$ cat src/hw/rtl/max_flow_dfs_augment_defines.svh
// assertion macros for the max flow block
`ifndef MAX_FLOW_DFS_AUGMENT_DEFINES_SVH
`define MAX_FLOW_DFS_AUGMENT_DEFINES_SVH

// same-cycle implication, checked outside reset
`define MFD_ASSERT_NOW(lbl, ante, cons, msg) \
  lbl: assert property (@(posedge clk) disable iff (!rst_n) (ante) |-> (cons)) else $error(msg);

// next-cycle implication, checked outside reset
`define MFD_ASSERT_NEXT(lbl, ante, cons, msg) \
  lbl: assert property (@(posedge clk) disable iff (!rst_n) (ante) |=> (cons)) else $error(msg);

`endif

$ cat src/hw/rtl/mfd_ram.sv
// generic single write, single read ram with registered read (old data on collision)
`default_nettype none
module mfd_ram #(
  parameter int WIDTH = 8,
  parameter int DEPTH = 16
) (
  input  wire logic                  clk,
  input  wire logic                  wr_en,
  input  wire logic [((DEPTH > 1) ? $clog2(DEPTH) : 1)-1:0] wr_addr,
  input  wire logic [WIDTH-1:0]      wr_data,
  input  wire logic [((DEPTH > 1) ? $clog2(DEPTH) : 1)-1:0] rd_addr,
  output logic      [WIDTH-1:0]      rd_data
);
  logic [WIDTH-1:0] mem_r [DEPTH];

  always_ff @(posedge clk) begin
    if (wr_en) begin
      mem_r[wr_addr] <= wr_data;
    end
    rd_data <= mem_r[rd_addr];
  end
endmodule
`default_nettype wire

$ cat config.mk
export PLATFORM = sky130hd
export DESIGN_NAME = mfd_ram
export DESIGN_NICKNAME = d
export VERILOG_FILES = /design/src/hw/rtl/max_flow_dfs_augment_defines.svh /design/src/hw/rtl/mfd_ram.sv
export SDC_FILE = /design/constraint.sdc
export NUM_CORES = 1
export LEC_CHECK = 0
export ABC_CLOCK_PERIOD_IN_PS = 1800
export BUFFER_PORTS_ARGS = -buffer_cell sky130_fd_sc_hd__buf_4
export CORE_ASPECT_RATIO = 1.1
export CORE_MARGIN = 1
export CORE_UTILIZATION = 45
export DETAILED_ROUTE_END_ITERATION = 6
export PLACE_DENSITY = 0.7
export SYNTH_ARGS = -nofsm -noshare
export SYNTH_HDL_FRONTEND = slang
export SYNTH_SLANG_ARGS = --single-unit
export TNS_END_PERCENT = 30
$ cat constraint.sdc
create_clock -name clk -period 1.8 [get_ports clk]
set_clock_uncertainty 0.15 [all_clocks]
set_input_delay 0.18 -clock clk [delete_from_list [all_inputs] [get_ports clk]]
set_output_delay 0.18 -clock clk [all_outputs]
set_load 0.05 [all_outputs]
==> metrics.txt <==
vias in the first global route=2587; CP Launch Type=flop; Initial Utilization=46.8%; YS warnings=0; chip height=114 µm; HP Class=in2reg; CTS buffer count=17; post-synth net total=247; post-cts resize count=0; first-pass detailed-route iteration total=4; Setup TNS=0 ns; crit share post-route=86.4%; H-tree depth=4; register area=4000 µm²; Post-DP HPWL=6400 µm; CTS tree=yes; initial antenna violation count=0; Hold Slack=0.154 ns; largest net degree at the start of global routing=18; Setup violations, final=0; first-pass GRT wire length=15300 µm; Synth top area share=74.7%; Overflow after GRT=0; Slew @ Worst Pin=0.384 ns; multi-input logic area=1060 µm²; ant diodes=0; DR vias/cell=5.42; Routed wire per std cell=22.0 µm; count of nets after finishing=315; row count=40; Pins Over Slew Limit=0; status=completed; placer congestion estimate=0.739; DR iter-0 viols=203; VDD IR max=0.727 mV; clock period minus worst slack=1.56 ns; Pleak=0.00218 µW; clock slew at reported path FFs=0.05 ns; CORE AREA=11000 µm²; mean post-synth cell area=22.5 µm²; share of layout cells above drive strength 1=31.6%; Relative slew margins=74.4%; DRC viols=0; Final Core Density=57.4%; Non-Filler Instances=457; CTS max path bufs=2; crit end category=flop; area grow syn2layout=22.7%; RSZ-0062 raised after global routing=no; Yosys cell types=19; clock sink total=136; FILL cells=821; Fin. Hold Viols=0; Fmax achieved=0.643 GHz; worst-path fanout max=1; Crit Path Class=reg2reg; die area=11900 µm²; largest area contributor in the netlist=edfxtp_1; drt total wl=10100 µm; All-Layer GR Usage=18.8%; top cells by area, synth=edfxtp_1 75%, mux4_2 7.9%, mux4_1 7.1%; placed cell count=417; die width=104 µm; Seq cells post-synth=136; Mapped Cells=229; cell area after synthesis=5150 µm²; Critical Path RT=1.94 ns; worst skew pair latency=0.41 ns; sequential area share after synthesis=77.8%; Clock Tree Root=clkbuf_16; PwrDens=1150 nW/µm²; Max Cap Violations=0; I/O Buffers=25; IO Pins=26; Routed Antenna Nets=0; Arr. time, crit path=1.69 ns; via count=2478
==> flip-flops by register name, summed over array words and instances (netlist names) <==
| name | count |
|---|---|
| rd_data | 8 |
| mem_r | 128 |
==> cell usage after synthesis <==
cell	n
mux4_2	18
nor2b_1	1
nand2b_1	2
nand3_1	1
clkdlybuf4s25_2	3
nor2_1	13
buf_4	1
and2_1	1
nand3b_1	2
edfxtp_1	128
dfxtp_1	8
nand2_1	9
and2b_1	1
buf_6	3
nor3_1	4
mux4_1	14
or3b_2	1
a22oi_1	16
buf_2	3
==> worst paths after layout <==
kind / start / endpoint / slack [ns] / cells past startpoint
worst min register to register: mem_r[7][3] / rd_data[3] / 0.52 / 3
worst min-delay path: wr_addr[0] / mem_r[0][3] / 0.15 / 3
worst max register to register: mem_r[3][4] / rd_data[4] / 0.24 / 3
worst max-delay path: mem_r[3][4] / rd_data[4] / 0.24 / 3
==> metal layers <==
layer / global-route usage (%) / wire (µm)
met5: 0 / 0
met3: 5.86 / 491
met2: 29.3 / 4900
met4: 8.67 / 191
met1: 24.5 / 4490
==> critical path, cell delays in order, from the launching register on <==
cell	delay (ns)
edfxtp_1	0.36
mux4_2	0.47
a22oi_1	0.35
nand2_1	0.10
==> per-stage QoR <==
stage,area (µm²),power [µW],setup WS [ns]
after CTS,6310,7330,0.263
final,6310,7290,0.245
after detailed placement,5670,4070,0.0332
after floorplan,5150,3880,0.204
after global placement,5670,4060,0.0535
after global routing,6310,7480,0.168
==> logic make-up (layout without fill, tap and decap cells) <==
group           count (synthesis)  after routing  share of synthesized area, %
flops                         136            136                          77.8
simple gates                   35             35                          3.18
mux                            32             32                          15.0
compound gates                 16             16                          2.33
buf+inv                        10             91                          1.68
==> area by class of cell <==
cell class | instances | area share [%]
Sequential cell | 136 | 63.4
Multi-Input combinational cell | 83 | 16.8
Tap cell | 147 | 2.91
Clock buffer | 21 | 7.29
Timing Repair Buffer | 59 | 7.93
Clock inverter | 11 | 1.64
==> what timing repair did <==
action / CTS / global route
buffers inserted: 0 / 0
setup endpoints to repair: 0 / 0
hold buffers: 8 / 0
hold endpoints to repair: 128 / 0
==> power by group <==
part	switching, µW	total [µW]	internal, µW
Combinational	260	446	187
Sequential	26.5	3570	3540
Clock	1190	3270	2080
==> placed cells by master (no fill, tap or decap), drive strengths merged, types with 4 or more instances in the layout <==
cell type    Yosys  layout
buf              7      51
clkinv           0       8
dlygate4sd3      0       8
nor2            13      13
nand2            9       9
nor3             4       4
mux4            32      32
edfxtp         128     128
a22oi           16      16
dfxtp            8       8
clkbuf           0      21
No activity file was read; power rests on OpenSTA's default activity.
